<file path="src/hdl/b2d_pkg.sv">
package b2d_pkg;

	// Default of the digit store depth
	localparam int MAX_CHARS_DEF = 20;

	localparam int VALUE_W      = 64;
	localparam int BUF_LEN_W    = 6;
	localparam int CHAR_W       = 8;
	localparam int TEXT_LEN_W   = 5;
	localparam int DIGIT_W      = 4;
	localparam int BITS_PER_CYC = 4;
	localparam int STEP_CNT_W   = 5;

	// Conversion steps for each operand width at four bits a cycle
	localparam logic [STEP_CNT_W-1:0] WIDE_STEPS   = 5'd16;
	localparam logic [STEP_CNT_W-1:0] NARROW_STEPS = 5'd8;

	localparam logic [CHAR_W-1:0] ASCII_NUL   = 8'h00;
	localparam logic [CHAR_W-1:0] ASCII_ZERO  = 8'h30;
	localparam logic [CHAR_W-1:0] ASCII_MINUS = 8'h2D;

	localparam logic STATUS_OK       = 1'b0;
	localparam logic STATUS_OVERFLOW = 1'b1;

	typedef struct packed {
		logic [VALUE_W-1:0]   value;
		logic                 is_signed;
		logic                 is_wide;
		logic [BUF_LEN_W-1:0] buffer_len;
	} in_item_t;

	typedef struct packed {
		logic [CHAR_W-1:0]     char_code;
		logic                  is_last;
		logic                  status;
		logic [TEXT_LEN_W-1:0] text_length;
	} out_item_t;

	typedef enum logic [1:0] {
		ST_IDLE,
		ST_CONV,
		ST_CHECK,
		ST_EMIT
	} b2d_state_t;

	typedef struct packed {
		logic load;
		logic step;
		logic check;
		logic push;
	} b2d_cmd_t;

	typedef struct packed {
		logic conv_done;
		logic slot_free;
		logic last_char;
	} b2d_stat_t;

endpackage

</file>
<file path="src/hdl/b2d_if.sv">
interface b2d_in_if;
	logic               valid;
	logic               ready;
	b2d_pkg::in_item_t  data;

	modport source (output valid, output data, input ready);
	modport sink   (input valid, input data, output ready);
endinterface

interface b2d_out_if;
	logic               valid;
	logic               ready;
	b2d_pkg::out_item_t data;

	modport source (output valid, output data, input ready);
	modport sink   (input valid, input data, output ready);
endinterface

</file>
<file path="src/hdl/binary_to_decimal_ascii_unit.sv">
// Binary to decimal text converter. Each input transaction carries a 32- or
// 64-bit integer, read as two's complement or unsigned, and a buffer limit;
// the unit returns its decimal ASCII text one character per output
// transaction, most significant first, with a leading '-' for negative values
// and a single '0' for zero. The last character carries is_last and the total
// text length. Text longer than buffer_len or than MAX_CHARS yields one
// overflow transaction (NUL character, status 1, length 0) instead. Steps:
// the operand is taken, the shift-and-add-3 converter consumes four bits a
// cycle, the text is sized, then one character leaves per cycle while the
// output is taken. One conversion runs at a time; the next operand is taken
// as soon as the last character sits in the output register.
module binary_to_decimal_ascii_unit #(
	parameter int MAX_CHARS = b2d_pkg::MAX_CHARS_DEF
) (
	input logic       clk,
	input logic       arst_n,
	b2d_in_if.sink    din,
	b2d_out_if.source dout
);
	import b2d_pkg::*;

	b2d_cmd_t  cmd;
	b2d_stat_t stat;
	logic      in_ready;

	// Sequencer: load, convert, size, emit
	b2d_ctrl u_ctrl (
		.clk      (clk),
		.arst_n   (arst_n),
		.in_valid (din.valid),
		.in_ready (in_ready),
		.stat     (stat),
		.cmd      (cmd)
	);

	assign din.ready = in_ready;

	// Magnitude shifter, BCD digits and output register
	b2d_dpath #(
		.MAX_CHARS (MAX_CHARS)
	) u_dpath (
		.clk     (clk),
		.arst_n  (arst_n),
		.in_item (din.data),
		.cmd     (cmd),
		.stat    (stat),
		.dout    (dout)
	);

endmodule

</file>
<file path="src/hdl/b2d_ctrl.sv">
module b2d_ctrl (
	input  logic                clk,
	input  logic                arst_n,
	input  logic                in_valid,
	output logic                in_ready,
	input  b2d_pkg::b2d_stat_t  stat,
	output b2d_pkg::b2d_cmd_t   cmd
);
	import b2d_pkg::*;

	b2d_state_t state_q;
	b2d_state_t state_n;

	always_ff @(posedge clk or negedge arst_n) begin
		if (!arst_n) begin
			state_q <= ST_IDLE;
		end else begin
			state_q <= state_n;
		end
	end

	always_comb begin
		state_n = state_q;
		unique case (state_q)
			ST_IDLE: begin
				if (in_valid) state_n = ST_CONV;
			end
			ST_CONV: begin
				if (stat.conv_done) state_n = ST_CHECK;
			end
			ST_CHECK: begin
				state_n = ST_EMIT;
			end
			ST_EMIT: begin
				if (stat.slot_free && stat.last_char) state_n = ST_IDLE;
			end
			default: begin
				state_n = ST_IDLE;
			end
		endcase
	end

	always_comb begin
		cmd      = '0;
		in_ready = 1'b0;
		unique case (state_q)
			ST_IDLE: begin
				in_ready = 1'b1;
				cmd.load = in_valid;
			end
			ST_CONV: begin
				cmd.step = 1'b1;
			end
			ST_CHECK: begin
				cmd.check = 1'b1;
			end
			ST_EMIT: begin
				cmd.push = stat.slot_free;
			end
			default: begin
				cmd = '0;
			end
		endcase
	end

endmodule

</file>
<file path="src/hdl/b2d_dpath.sv">
module b2d_dpath #(
	parameter int MAX_CHARS = b2d_pkg::MAX_CHARS_DEF
) (
	input  logic               clk,
	input  logic               arst_n,
	input  b2d_pkg::in_item_t  in_item,
	input  b2d_pkg::b2d_cmd_t  cmd,
	output b2d_pkg::b2d_stat_t stat,
	b2d_out_if.source          dout
);
	import b2d_pkg::*;

	localparam int BcdW  = MAX_CHARS * DIGIT_W;
	localparam int PtrW  = $clog2(MAX_CHARS);
	localparam int NdigW = $clog2(MAX_CHARS + 1);
	localparam logic [TEXT_LEN_W-1:0] MaxLen = TEXT_LEN_W'(MAX_CHARS);

	logic [VALUE_W-1:0]    shreg_q;
	logic [STEP_CNT_W-1:0] cnt_q;
	logic                  neg_q;
	logic [BUF_LEN_W-1:0]  blen_q;
	logic [BcdW-1:0]       bcd_q;
	logic                  bovf_q;
	logic [TEXT_LEN_W-1:0] len_q;
	logic                  ovf_q;
	logic [PtrW-1:0]       ptr_q;
	logic                  sign_q;
	logic                  out_valid_q;
	out_item_t             out_q;

	logic [31:0]           mag32;
	logic                  neg_n;
	logic [VALUE_W-1:0]    shreg_n;
	logic [BcdW-1:0]       bcd_n;
	logic                  bovf_n;
	logic [NdigW-1:0]      ndig;
	logic [TEXT_LEN_W-1:0] len_n;
	logic                  ovf_n;
	logic [DIGIT_W-1:0]    cur_digit;
	out_item_t             item_n;

	// Sign and magnitude of the operand
	always_comb begin
		mag32 = in_item.value[31:0];
		if (in_item.is_wide) begin
			neg_n   = in_item.is_signed & in_item.value[VALUE_W-1];
			shreg_n = neg_n ? (VALUE_W'(0) - in_item.value) : in_item.value;
		end else begin
			neg_n   = in_item.is_signed & mag32[31];
			shreg_n = {(neg_n ? (32'd0 - mag32) : mag32), 32'd0};
		end
	end

	// Four shift-and-add-3 steps on the BCD digits
	always_comb begin
		bcd_n  = bcd_q;
		bovf_n = bovf_q;
		for (int s = 0; s < BITS_PER_CYC; s++) begin
			for (int d = 0; d < MAX_CHARS; d++) begin
				if (bcd_n[d*DIGIT_W +: DIGIT_W] >= 4'd5) begin
					bcd_n[d*DIGIT_W +: DIGIT_W] = bcd_n[d*DIGIT_W +: DIGIT_W] + 4'd3;
				end
			end
			bovf_n = bovf_n | bcd_n[BcdW-1];
			bcd_n  = {bcd_n[BcdW-2:0], shreg_q[VALUE_W-1-s]};
		end
	end

	// Digit count: highest non-zero digit, at least one
	always_comb begin
		ndig = NdigW'(1);
		for (int d = 1; d < MAX_CHARS; d++) begin
			if (bcd_q[d*DIGIT_W +: DIGIT_W] != '0) ndig = NdigW'(d + 1);
		end
		len_n = TEXT_LEN_W'(ndig) + TEXT_LEN_W'(neg_q);
		ovf_n = bovf_q || ({1'b0, len_n} > blen_q) || (len_n > MaxLen);
	end

	// Next character
	always_comb begin
		cur_digit = bcd_q[ptr_q*DIGIT_W +: DIGIT_W];
		item_n    = '0;
		if (ovf_q) begin
			item_n.char_code = ASCII_NUL;
			item_n.is_last   = 1'b1;
			item_n.status    = STATUS_OVERFLOW;
		end else begin
			item_n.char_code = sign_q ? ASCII_MINUS : (ASCII_ZERO | CHAR_W'(cur_digit));
			item_n.is_last   = !sign_q && (ptr_q == '0);
			item_n.status    = STATUS_OK;
			item_n.text_length = item_n.is_last ? len_q : '0;
		end
	end

	assign stat.conv_done = (cnt_q == STEP_CNT_W'(1));
	assign stat.slot_free = !out_valid_q || dout.ready;
	assign stat.last_char = item_n.is_last;

	always_ff @(posedge clk) begin
		if (cmd.load) begin
			shreg_q <= shreg_n;
			cnt_q   <= in_item.is_wide ? WIDE_STEPS : NARROW_STEPS;
			neg_q   <= neg_n;
			blen_q  <= in_item.buffer_len;
			bcd_q   <= '0;
			bovf_q  <= 1'b0;
		end else if (cmd.step) begin
			shreg_q <= {shreg_q[VALUE_W-BITS_PER_CYC-1:0], BITS_PER_CYC'(0)};
			cnt_q   <= cnt_q - STEP_CNT_W'(1);
			bcd_q   <= bcd_n;
			bovf_q  <= bovf_n;
		end
		if (cmd.check) begin
			len_q  <= len_n;
			ovf_q  <= ovf_n;
			ptr_q  <= PtrW'(ndig - NdigW'(1));
			sign_q <= neg_q;
		end else if (cmd.push) begin
			if (sign_q) begin
				sign_q <= 1'b0;
			end else begin
				ptr_q <= ptr_q - PtrW'(1);
			end
		end
		if (cmd.push) out_q <= item_n;
	end

	always_ff @(posedge clk or negedge arst_n) begin
		if (!arst_n) begin
			out_valid_q <= 1'b0;
		end else if (cmd.push) begin
			out_valid_q <= 1'b1;
		end else if (dout.ready) begin
			out_valid_q <= 1'b0;
		end
	end

	assign dout.valid = out_valid_q;
	assign dout.data  = out_q;

endmodule

</file>
<file path="src/flat_wrapper.sv">
// flat-port wrapper written by rule: the top's interface ports become plain ports
module binary_to_decimal_ascii_unit_flat import b2d_pkg::*;
#(
	parameter int MAX_CHARS = b2d_pkg::MAX_CHARS_DEF
)
  (clk, arst_n, din_valid, din_data, din_ready, dout_valid, dout_data, dout_ready);
  b2d_in_if din_i ();
  b2d_out_if dout_i ();
  input logic clk;
  input logic arst_n;
  input wire logic [$bits(din_i.valid)-1:0] din_valid;
  input wire logic [$bits(din_i.data)-1:0] din_data;
  output wire logic [$bits(din_i.ready)-1:0] din_ready;
  output wire logic [$bits(dout_i.valid)-1:0] dout_valid;
  output wire logic [$bits(dout_i.data)-1:0] dout_data;
  input wire logic [$bits(dout_i.ready)-1:0] dout_ready;
  assign din_i.valid = din_valid;
  assign din_i.data = din_data;
  assign din_ready = din_i.ready;
  assign dout_valid = dout_i.valid;
  assign dout_data = dout_i.data;
  assign dout_i.ready = dout_ready;
  binary_to_decimal_ascii_unit #(.MAX_CHARS(MAX_CHARS)) u_core (.clk(clk), .arst_n(arst_n), .din(din_i), .dout(dout_i));
endmodule
</file>
<file path="config.mk">
export PLATFORM = sky130hd
export DESIGN_NAME = binary_to_decimal_ascii_unit_flat
export DESIGN_NICKNAME = d
export VERILOG_FILES = /design/src/hdl/b2d_pkg.sv /design/src/hdl/b2d_if.sv /design/src/hdl/binary_to_decimal_ascii_unit.sv /design/src/hdl/b2d_ctrl.sv /design/src/hdl/b2d_dpath.sv /design/src/flat_wrapper.sv
export SDC_FILE = /design/constraint.sdc
export NUM_CORES = 1
export LEC_CHECK = 0
export BUFFER_PORTS_ARGS = -buffer_cell sky130_fd_sc_hd__buf_2
export CAP_MARGIN = 10
export CORE_MARGIN = 10
export CORE_UTILIZATION = 69
export DETAILED_ROUTE_END_ITERATION = 8
export PLACE_DENSITY = 0.95
export SYNTH_ARGS = -nofsm -noshare
export SYNTH_HDL_FRONTEND = slang
export SYNTH_SLANG_ARGS = --single-unit
</file>
<file path="constraint.sdc">
create_clock -name clk -period 6.3 [get_ports clk]
set_input_delay 0.63 -clock clk [delete_from_list [all_inputs] [get_ports clk]]
set_output_delay 0.63 -clock clk [all_outputs]
set_load 0.01 [all_outputs]
</file>
; ---- Word level (Yosys, flattened, before mapping)
; Cells that the tools add are included.
[classes]
bitwise = 7
n_eq_ne = 8
n_mux = 126
magnitude_cmp = 82
shift = 1
addsub = 86
n_reduce_logical = 35
[op_table]
columns = op, n
row1 = 4-bit by 2-bit adder with 4-bit output (second input constant), 80
row2 = 4-bit by 3-bit greater-or-equal comparator with 1-bit output (second input constant), 80
row3 = 4-bit 2-to-1 mux, 80
row4 = 64-bit 2-to-1 mux, 4
row5 = 5-bit 2-to-1 mux, 25
row6 = 80-bit by 8-bit variable part select with 4-bit output, 1
row7 = 4-bit nonzero test, 19
row8 = 1-bit by 64-bit subtractor with 64-bit output (first input constant), 1
row9 = 32-bit 2-to-1 mux, 1
row10 = 1-bit by 32-bit subtractor with 32-bit output (first input constant), 1
row11 = 5-bit by 1-bit subtractor with 5-bit output (second input constant), 3
row12 = 1-bit 2-to-1 mux, 10
row13 = 2-bit 2-to-1 mux, 5
row14 = 2-bit one-hot mux with 4 select lines, 1
row15 = 5-bit by 6-bit greater-than comparator with 1-bit output, 1
row16 = 2-bit nonzero test, 3
row17 = 5-bit by 1-bit adder with 5-bit output, 1
row18 = 5-bit by 1-bit == test with 1-bit output (second input constant), 1
row19 = 5-bit greater-than comparator (second input constant), 1
row20 = 5-bit zero test, 1
row21 = 2-bit == test (second input constant), 2
row22 = 2-bit by 1-bit != test with 1-bit output (second input constant), 2
row23 = 2-bit != test (second input constant), 2
row24 = 1-bit OR, 4
row25 = other kinds (10), 16
[totals]
wordCells = 362
reg_bits = 185
output_inout_bits = 17
inputBits = 76

; ---- Logic depth before layout (Yosys ltp)
; Gate-level depths: netlist of the first run.
[logic_depth]
ltp_word = 24
mapped_depth = 24

; ---- Hierarchy
; Synthesis of the first run repeated with hierarchy kept, for this count alone.
[hier_totals]
cells_unflattened = 2332
hier_area_um2 = 19192.2
[by_module_without_submodules]
columns = mod, area_each_um2, instances, cells_each
row1 = b2d_dpath, 19024.5, 1, 2315
row2 = b2d_ctrl, 167.7, 1, 17

; ---- Worst setup path after synthesis of the first run
; No wires, ideal clock.
[synth_timing]
kind = register to register
from = register u_core.u_dpath.bcd_q[8]
to = register u_core.u_dpath.bcd_q[14]
stages_incl_launch_ff = 22
t_arrival_ns = 4.159
setup_time_ns = 0.128
slack_ns = 2.012
path_buffers = 0
path_cell_list = dfxtp_1 -> inv_1 -> ha_1 -> nor2b_1 -> or3_1 -> nand2_1 -> inv_1 -> ha_1 -> nor2b_1 -> o31ai_1 -> xnor2_1 -> inv_1 -> ha_1 -> nor2b_1 -> o21ai_0 -> xor2_1 -> inv_1 -> ha_1 -> nor2b_1 -> o21ai_0 -> mux2i_1 -> o21ai_0
[synth_via]
elab_chain_len = 8
elab_cells_between_ends = 18
classes_between = 6 x add/sub / 6 x order compare / 6 x mux
[synth_rtl]
columns = element, line_no
row1 = "start, declared", b2d_dpath.sv:22  ; logic [BcdW-1:0] bcd_q;
row2 = "start signal, assigned", b2d_dpath.sv:110  ; bcd_q <= bcd_n;
row3 = 4-bit by 2-bit adder with 4-bit output / 4-bit by 3-bit greater-or-equal comparator with 1-bit output (equally long branches), "b2d_dpath.sv:61, b2d_dpath.sv:60"
row4 = 4-bit 2-to-1 mux (*), b2d_dpath.sv:60  ; if (bcd_n[d*DIGIT_W +: DIGIT_W] >= 4'd5) begin
row5 = 4-bit by 2-bit adder with 4-bit output / 4-bit by 3-bit greater-or-equal comparator with 1-bit output (equally long branches), "b2d_dpath.sv:61, b2d_dpath.sv:60"
row6 = 4-bit 2-to-1 mux, b2d_dpath.sv:60
row7 = 4-bit by 2-bit adder with 4-bit output / 4-bit by 3-bit greater-or-equal comparator with 1-bit output (equally long branches), "b2d_dpath.sv:61, b2d_dpath.sv:60"
row8 = 4-bit 2-to-1 mux, b2d_dpath.sv:60
row9 = 4-bit by 2-bit adder with 4-bit output / 4-bit by 3-bit greater-or-equal comparator with 1-bit output (equally long branches), "b2d_dpath.sv:61, b2d_dpath.sv:60"
row10 = 4-bit 2-to-1 mux (*), b2d_dpath.sv:60
; Every way passes the cells marked *; elsewhere a longest branch is shown, timed or not.
; A chain may end at the register's enable or synchronous reset.

; ---- Worst setup path after layout of the first run
[layout_timing]
from = register u_core.u_dpath.bcd_q[28]
to = register u_core.u_dpath.bcd_q[34]
; Same word-level chain as after synthesis.

==> impl.org, run 1 <==
** Global routing
- The via count of the first global-routing pass was 17700.
- The first global-routing pass estimated 85.4 mm of wire.
- The initial antenna violation count was 1.
- The total overflow left after global routing is 0.
- Global-route usage over all layers :: 30.2%
- Maximum number of pins on one net before global-route repair :: 70

** Routing
- Wire length per cell after detailed routing :: 19.5 um
- In the routed design, unresolved DRC markers number 0.
- The first detailed-routing pass ran for 6 iterations.
- In the routed layout, each cell is associated on average with a via count of 6.64.
- For this block, the initial DRC count from the detailed router was around 2100.
- Post-detailed-route count of antenna-violating nets :: 0
- Via count :: 18000
- The routed design has 52.9 mm of wire.

** Logic synthesis
- Count of cell types in the netlist :: 85
- The synthesized netlist devotes 20.5% of its cell area to compound gates.
- Averaged over all synthesized cells, the footprint is slightly above 8 um^2.
- The synthesized netlist devotes approximately 6.9% of its cell area to XOR and XNOR gates.
- Summing the areas of all fa, ha and maj instances in the mapped netlist gives between 10% and 20% of the synthesized area.
- Summing the areas of all and, or, nand and nor instances in the mapped netlist gives 19.9% of the synthesized area.
- Dominant synthesized flop cell :: sky130_fd_sc_hd__edfxtp_1
- Cells after synthesis :: ~2300
- For this run, asynchronously set or reset flops after synthesis account for roughly 1.6%.
- Of the synthesized area, sequential elements account for approximately 25%.
- Largest cells by area after synthesis :: sky130_fd_sc_hd__edfxtp_1 (16%), sky130_fd_sc_hd__ha_1 (12%), sky130_fd_sc_hd__dfxtp_1 (8.6%)
- Proportion of synthesized area in mux cells :: about a tenth
- Top cell type's share of synthesized area :: 16.0%
- Synth warnings :: 0
- Combinational family with the most area after synthesis :: compound AO/OA/AOI/OAI gates
- The synthesized netlist occupies a cell area of between 15000 and 20000 um^2.
- Number of synthesized flops with an enable pin :: a little over 100
- The largest total area in the synthesized netlist belongs to sky130_fd_sc_hd__edfxtp_1.
- Flip-flop and latch count after synthesis :: 185

** Die
- In this run the count of I/O pins placed on the die edge is 93.
- Placeable core region :: 27000 um^2
- Once the floorplan was initialized, standard cells occupied 70.1% of the core.
- In this run the vertical extent of the chip is 186 um.
- The floorplan has 60 rows.
- Die X :: between 150 and 200 um
- The die covers 34500 um^2.

** Worst setup path
- In this run the worst setup path begins at u_core.u_dpath.bcd_q[28].
- The worst register-to-register path has a depth of 22.
- R2r startpoint :: u_core.u_dpath.bcd_q[28]
- R2R setup slack :: 1150 ps
- Crit path required time :: 6580 ps
- Worst setup path endpoint :: u_core.u_dpath.bcd_q[34]
- Peak fanout along the critical path :: 8
- STA classifies the critical path endpoint as a flip-flop.
- STA puts the critical path data arrival time at 5430 ps.
- Critical path class :: reg -> reg
- Destination of the worst register-to-register timing path :: u_core.u_dpath.bcd_q[34]
- Type of origin of the critical path :: flip-flop

** Hold path
- Worst min-delay path startpoint :: din_data[2]
- Hold/Removal Path Class :: in -> reg

** Clock network
- The number of hold buffers added after CTS was 1.
- Clock tree from TritonCTS :: done
- The clock passes through at most 2 buffers.
- CTS Root Buffer Type :: sky130_fd_sc_hd__clkbuf_16
- H-tree lvl count :: 4
- Clk pin slew, worst setup/hold paths :: 90 ps
- Clock sink count :: 185
- Clock tree synthesis inserted a total of 17 buffers.
- For the worst-skew pair, the clock arrives at the later sink with an insertion delay of 460 ps.
- Buffers added to address setup during post-CTS repair amount to 0.
- # resized after CTS :: 0

** Layout
- After filler insertion, the fill cell instance count of the layout stands at 1770.
- Cells with a size suffix above 1 make up 10.4% of the layout.
- Area Growth Syn to Fin :: 6.55%
- Post-Route Utilization :: 74.7%
- Number of nets in the final layout :: 2614
- Non-filler instance count after layout :: around 2700

** Timing
- The worst pin sits at a relative slew slack of 12.0%.
- The number of endpoints with negative hold slack in the final report is 0.
- For the pin with the worst max-slew slack, the measured transition is approximately 1300 ps.
- Count of final max-slew check failures :: 0
- Total negative setup slack :: 0 ps
- Final Skew :: approximately 16 ps
- Tmin final :: 5150 ps
- Upper clock frequency limit :: ~0.19 GHz
- Setup repair after global routing missed its margin :: false
- Final setup viols :: 0
- Dividing the final minimum period by the clock period gives 81.7%.

** Job
- The tool flagged a number of max-cap violations equal to 0.

** Status
- Result of the run :: finished clean

** Placed design
- After legalization and detailed placement, the total HPWL measured about 38 mm.
- IO buf count :: 90
- In this run, placement finished with an instance count of 2683.
- Routability congestion estimate :: 0.974
[how the worst min path moves through the flow]
stage                     slack [ps]                         to  cells after the start
after floorplan                  330   u_core.u_ctrl.state_q[0]                      0
after global placement           430  u_core.u_dpath.dout.valid                      1
after detailed placement         440   u_core.u_ctrl.state_q[1]                      1
after CTS                        340   u_core.u_dpath.blen_q[3]                      1
after global routing             330   u_core.u_dpath.blen_q[5]                      1
final                            340   u_core.u_dpath.blen_q[2]                      1
[routing by layer]
metal  track usage (%)  part of all wire (%)  up-vias
met4              17.2                   5.3        2
met5                 0                 0.019        -
met2              51.5                    48     1072
met3              5.99                   9.5      240
li1                  -                     -     8321
met1              34.6                    37     8410
[final cells by class]
cell class                 instances  area (um^2)  share of cell area (%)
inverter                         208          783                    3.88
multi-input combinational       1848        13100                    64.7
clock inverter                    15          209                    1.03
sequential                       185         4730                    23.4
clock buffer                      17          425                    2.11
antenna                            2         5.00                  0.0248
tap                              341          427                    2.11
timing repair buffer             102          543                    2.69
[cells in the final DEF (no fill, tap or decap), types with 11 or more instances in the layout]
cell type,count
sky130_fd_sc_hd__o21ai_0,228
sky130_fd_sc_hd__nand2_1,222
sky130_fd_sc_hd__inv_1,207
sky130_fd_sc_hd__nor2_1,179
sky130_fd_sc_hd__ha_1,176
sky130_fd_sc_hd__a21oi_1,117
sky130_fd_sc_hd__mux2i_1,106
sky130_fd_sc_hd__edfxtp_1,101
sky130_fd_sc_hd__buf_2,90
sky130_fd_sc_hd__xnor2_1,87
sky130_fd_sc_hd__dfxtp_1,81
sky130_fd_sc_hd__xor2_1,63
sky130_fd_sc_hd__nand2b_1,62
sky130_fd_sc_hd__nor2b_1,53
sky130_fd_sc_hd__nor3_1,51
sky130_fd_sc_hd__o31ai_1,33
sky130_fd_sc_hd__a21o_1,29
sky130_fd_sc_hd__nor3b_1,28
sky130_fd_sc_hd__o22ai_1,26
sky130_fd_sc_hd__and2_1,25
sky130_fd_sc_hd__mux2_2,25
sky130_fd_sc_hd__mux4_2,24
sky130_fd_sc_hd__or3_1,21
sky130_fd_sc_hd__a211oi_1,18
sky130_fd_sc_hd__nand3_1,18
sky130_fd_sc_hd__a31oi_1,17
sky130_fd_sc_hd__clkbuf_16,17
sky130_fd_sc_hd__and3_1,16
sky130_fd_sc_hd__o21a_1,16
sky130_fd_sc_hd__a2bb2oi_1,15
sky130_fd_sc_hd__or2_2,13
sky130_fd_sc_hd__o211ai_1,13
sky130_fd_sc_hd__a22oi_1,11
sky130_fd_sc_hd__a21boi_0,11
sky130_fd_sc_hd__a221oi_1,11
sky130_fd_sc_hd__buf_4,11
[flip-flops by register name, summed over array words and instances (netlist names)]
signal                     count
u_core.u_ctrl.state_q          2
u_core.u_dpath.bcd_q          80
u_core.u_dpath.blen_q          6
u_core.u_dpath.bovf_q          1
u_core.u_dpath.cnt_q           5
u_core.u_dpath.dout.data      13
u_core.u_dpath.dout.valid      1
u_core.u_dpath.len_q           5
u_core.u_dpath.neg_q           1
u_core.u_dpath.ovf_q           1
u_core.u_dpath.ptr_q           5
u_core.u_dpath.shreg_q        64
u_core.u_dpath.sign_q          1
[through the flow]
step                worst slack (ps)  hold slack (ps)  area, um^2
floorplan                       2010              334       19000
CTS                             1280              343       20200
global route                     862              332       20200
detailed placement              1410              440       19600
finish                          1150              338       20200
global placement                1730              432       19600
[worst max-delay path, cell delays in order, from the launching register on]
cell	delay, ps
sky130_fd_sc_hd__dfxtp_1	420
sky130_fd_sc_hd__inv_1	110
sky130_fd_sc_hd__ha_1	240
sky130_fd_sc_hd__nor2b_1	360
sky130_fd_sc_hd__nor3_1	120
sky130_fd_sc_hd__a21oi_1	280
sky130_fd_sc_hd__inv_1	90
sky130_fd_sc_hd__ha_1	220
sky130_fd_sc_hd__nand2b_1	170
sky130_fd_sc_hd__a21o_1	180
sky130_fd_sc_hd__a32oi_1	250
sky130_fd_sc_hd__xor2_1	320
sky130_fd_sc_hd__inv_1	110
sky130_fd_sc_hd__ha_1	200
sky130_fd_sc_hd__nand2b_1	160
sky130_fd_sc_hd__a21bo_2	230
sky130_fd_sc_hd__xnor2_1	260
sky130_fd_sc_hd__inv_1	120
sky130_fd_sc_hd__ha_1	200
sky130_fd_sc_hd__nand2b_1	150
sky130_fd_sc_hd__a21boi_0	420
sky130_fd_sc_hd__nand4b_1	210
sky130_fd_sc_hd__o311ai_0	160
[synthesized netlist by cell type, types with 5 or more instances]
| library cell | number |
|---|---|
| sky130_fd_sc_hd__a211oi_1 | 18 |
| sky130_fd_sc_hd__a21bo_2 | 10 |
| sky130_fd_sc_hd__a21boi_0 | 11 |
| sky130_fd_sc_hd__a21o_1 | 29 |
| sky130_fd_sc_hd__a21oi_1 | 117 |
| sky130_fd_sc_hd__a221oi_1 | 11 |
| sky130_fd_sc_hd__a22oi_1 | 11 |
| sky130_fd_sc_hd__a2bb2oi_1 | 15 |
| sky130_fd_sc_hd__a31oi_1 | 17 |
| sky130_fd_sc_hd__a32oi_1 | 6 |
| sky130_fd_sc_hd__and2_1 | 25 |
| sky130_fd_sc_hd__and3_1 | 16 |
| sky130_fd_sc_hd__clkbuf_1 | 84 |
| sky130_fd_sc_hd__dfxtp_1 | 81 |
| sky130_fd_sc_hd__edfxtp_1 | 101 |
| sky130_fd_sc_hd__ha_1 | 176 |
| sky130_fd_sc_hd__inv_1 | 208 |
| sky130_fd_sc_hd__mux2_2 | 25 |
| sky130_fd_sc_hd__mux2i_1 | 106 |
| sky130_fd_sc_hd__mux4_2 | 24 |
| sky130_fd_sc_hd__nand2_1 | 224 |
| sky130_fd_sc_hd__nand2b_1 | 62 |
| sky130_fd_sc_hd__nand3_1 | 18 |
| sky130_fd_sc_hd__nand4b_1 | 5 |
| sky130_fd_sc_hd__nor2_1 | 180 |
| sky130_fd_sc_hd__nor2b_1 | 53 |
| sky130_fd_sc_hd__nor3_1 | 51 |
| sky130_fd_sc_hd__nor3b_1 | 28 |
| sky130_fd_sc_hd__nor4_1 | 7 |
| sky130_fd_sc_hd__o211ai_1 | 13 |
| sky130_fd_sc_hd__o21a_1 | 16 |
| sky130_fd_sc_hd__o21ai_0 | 228 |
| sky130_fd_sc_hd__o21ba_2 | 7 |
| sky130_fd_sc_hd__o21bai_1 | 10 |
| sky130_fd_sc_hd__o22ai_1 | 26 |
| sky130_fd_sc_hd__o311ai_0 | 5 |
| sky130_fd_sc_hd__o31ai_1 | 33 |
| sky130_fd_sc_hd__or2_2 | 13 |
| sky130_fd_sc_hd__or3_1 | 21 |
| sky130_fd_sc_hd__or3b_2 | 8 |
| sky130_fd_sc_hd__or4b_2 | 6 |
| sky130_fd_sc_hd__xnor2_1 | 87 |
| sky130_fd_sc_hd__xor2_1 | 63 |
[kinds of logic (layout without fill, tap and decap cells)]
logic type	Yosys count	in the layout
other cells	1	4
compound gates	620	620
fa+ha+maj	176	176
buf+inv	303	342
flops	185	185
mux	155	155
simple gates	745	745
xor+xnor	150	150
Power of run 1 is not shown: default switching activity piles up to over one toggle a cycle in this logic, so the estimate is an artifact.
==> inputs of run 2 (changes only) <==
--- a/config.mk
+++ b/config.mk
@@ -8,9 +8,9 @@
 export BUFFER_PORTS_ARGS = -buffer_cell sky130_fd_sc_hd__buf_2
 export CAP_MARGIN = 10
 export CORE_MARGIN = 10
-export CORE_UTILIZATION = 69
+export CORE_UTILIZATION = 64
 export DETAILED_ROUTE_END_ITERATION = 8
-export PLACE_DENSITY = 0.95
+export PLACE_DENSITY = 0.93
 export SYNTH_ARGS = -nofsm -noshare
 export SYNTH_HDL_FRONTEND = slang
 export SYNTH_SLANG_ARGS = --single-unit
==> constraint.sdc (replaced) <==
create_clock -name clk -period 5.4 [get_ports clk]
set_input_delay 0.54 -clock clk [delete_from_list [all_inputs] [get_ports clk]]
set_output_delay 0.54 -clock clk [all_outputs]
set_load 0.01 [all_outputs]
==> run 2 against run 1 <==
  * Clock skew fell by 0.51 ps
  * First-iteration DRC count fell by 10%
  * Setup slack got worse by 800 ps
  * Largest cell class unchanged
  * Sequential share of layout area fell by 0.058 points
  * Final cell count rose by 1.6%
  * Maximum frequency rose by 2.0%
  * Critical path depth fell by 1
  * Routed wire length fell by 2.1%
==> impl.org, run 2 (synthesized netlist as in run 1, its figures left out) <==
** Status
- The flow ran to the end, and the final reports show no timing, DRC or antenna violations.

** Job
- The tool flagged a number of max-cap violations equal to 0.

** Routing
- Detailed-route vias per instance :: 6.45
- The first TritonRoute pass finished after 6 iterations.
- For this run, design rule violations remaining after detail routing come to 0.
- Total wirelength of the detailed-routed design :: 51.8 mm
- In this run the remaining antenna-violating nets after routing total 0.
- The detailed router finished its first iteration with 1926 violations.
- Wire length per cell after detailed routing :: 18.7 um
- The routed layout has 17800 vias.

** Timing
- In this run the tightest slew margin relative to its limit is 20.4%.
- Hold Fails Final Rpt :: 0
- Setup repair after global routing missed its margin :: false
- The final number of max-transition violations came to 0.
- Tmin final :: 5050 ps
- Total negative setup slack :: 0 ps
- In the finished design, the share of the clock period the worst path needs comes to 93.5%.
- Final setup viols :: 0
- Measured slew at the worst slew-check pin :: between 1000 and 1500 ps
- Upper clock frequency limit :: 0.198 GHz
- Final Skew :: between 15 and 20 ps

** Clock network
- Clock sink count :: 185
- Clock Tree Buf Depth :: 2
- The number of setup buffers added after CTS is 0.
- Clock tree synthesis inserted a total of 17 buffers.
- Clock-pin slew was measured on the worst setup and hold paths at 80 ps.
- In this run the clock root is driven by a sky130_fd_sc_hd__clkbuf_16.
- TritonCTS built the clock tree.
- Clock latency on the worst-skew pair :: 460 ps
- H-tree lvl count :: 4

** Worst setup path
- The critical path contains buffers and inverters numbering 4 combined.
- In this design, the stage delay of the slowest critical-path cell is between 600 and 700 ps.
- In this run the critical register-to-register path is launched from u_core.u_dpath.bcd_q[60].
- Crit path required time :: 5720 ps
- Peak fanout along the critical path :: 7
- Critical path class :: reg -> reg
- In this run the register-to-register setup slack is 350 ps.
- In this design, the largest share of critical-path delay is due to simple AND/OR/NAND/NOR gates.
- On the critical path, the stage with the largest delay is an instance of sky130_fd_sc_hd__or4b_2.
- The worst setup path is launched from a flip-flop.
- R2R depth :: 21
- The worst register-to-register path ends at u_core.u_dpath.bcd_q[66].
- Sequence of cells on the critical path :: inv_1, ha_1, nor2b_1, a2bb2oi_1, and2_1, inv_1, ha_1, nor2b_1, or4b_2, nand2_1, inv_1, ha_1, nor2b_1, o21ai_0, xor2_1, inv_1, ha_1, nand2b_1, a21boi_0, nand4b_1, o311ai_0
- Startpoint of the worst setup timing path :: u_core.u_dpath.bcd_q[60]
- Category of the worst setup path capture point :: flip-flop
- Worst Path Arrival :: approximately 5400 ps

** Global routing
- Maximum number of pins on one net before global-route repair :: 89
- Leftover overflow at the end of global routing :: 0
- The via count of the first global-routing pass came to between 15000 and 20000.
- Antenna violations before repair :: 2
- Global routing used around 28% of the available tracks across all layers.
- The first global-routing pass estimated 83.9 mm of wire.

** Placed design
- Routability congestion estimate :: 1.01
- During placement, the flow inserted port buffers numbering 90.
- HPWL Detailed :: 39.0 mm

** Die
- Core Rows :: 62
- The floorplan step defined a core boundary enclosing 28900 um^2.
- For this configuration, the core starts out at a cell density of 65.5%.
- The floorplan step set the die width to 192 um.
- Die area :: 36900 um^2
- DIE HEIGHT :: 192 um
- For this design the top-level I/O count stands at 93.

** Layout
- Most used cells in the layout excluding fill and tap cells :: sky130_fd_sc_hd__o21ai_0 (226), sky130_fd_sc_hd__nand2_1 (222), sky130_fd_sc_hd__inv_1 (207)
- The register with the most flip-flops in the final layout is u_core.u_dpath.bcd_q.
- At the end of the flow, the number of nets in the layout was 2616.
- Flip-flop count of the largest register, all copies and words added :: 80
- Area Growth Syn to Fin :: 6.82%
- Commonest non-fill, non-tap cell in the layout :: sky130_fd_sc_hd__o21ai_0
- Cells with a size suffix above 1 make up 10.5% of the layout.

** Hold path
- The worst hold path terminates at u_core.u_dpath.blen_q[3].
- Worst min-delay path startpoint :: din_data[3]
- Hold path cells :: 1
- Hold/Removal Path Class :: in -> reg
==> run 2: cell count changes in the layout (fill, tap and decap cells not counted), sizes merged <==
cell	before	now
buf	101	103
inv	218	216
bufinv	1	0
clkbuf	17	18
clkinv	3	4
clkinvlp	1	2
diode	2	1
==> run 2: worst register-to-register path: cells and delay by family, from the launching register on <==
kind                     cells  cell delay, ps
AND/OR/NAND/NOR              8            1910
buffers and inverters        4             380
adder cells (fa/ha/maj)      4             810
XOR/XNOR                     1             300
AO/OA/AOI/OAI                4            1110
flip-flops                   1             390
==> run 2: per-layer routing <==
layer,vias to the layer above,routed length (um),global-route usage [%]
met5,-,0,0
met4,0,2470,14.3
met3,196,4400,4.95
met2,922,24800,47.2
met1,8360,20100,32.3
li1,8327,-,-
==> run 2: through the flow <==
stage	setup slack, ps	std cells	hold slack (ps)	utilization [%]	area, um^2
detailed placement	437	2727	341	67.8	19600
floorplan	1110	2336	244	-	19000
global route	80.3	2761	244	70.0	20200
global placement	840	2727	337	67.8	19600
CTS	401	2760	249	69.9	20200
finish	353	2762	253	70.0	20300
==> run 2: how the worst max path moves through the flow <==
stage | slack [ps] | to | cells after the start
floorplan | 1110 | u_core.u_dpath.bcd_q[14] | 21
global placement | 840 | u_core.u_dpath.bcd_q[78] | 22
detailed placement | 440 | u_core.u_dpath.bcd_q[78] | 22
finish | 350 | u_core.u_dpath.bcd_q[66] | 21
global route | 80 | u_core.u_dpath.bcd_q[66] | 21
CTS | 400 | u_core.u_dpath.bcd_q[78] | 22
==> run 2: final cells by class <==
type	instances	area (um^2)
clock inverters	14	168
fillers	2143	8680
inverters	208	783
clock buffers	18	439
diodes	1	2.50
well taps	384	480
multi-input cells	1848	13100
flip-flops and latches	185	4730
repair buffers	104	566
==> run 2: timing repair <==
| item | 4_1_cts | 5_1_grt |
|---|---|---|
| hold buffers | 1 | 0 |
| setup endpoints to repair | 0 | 3 |
| resized for setup | 0 | 3 |
| hold endpoints to repair | 3 | 0 |
Power of run 2 is left out for the same reason.
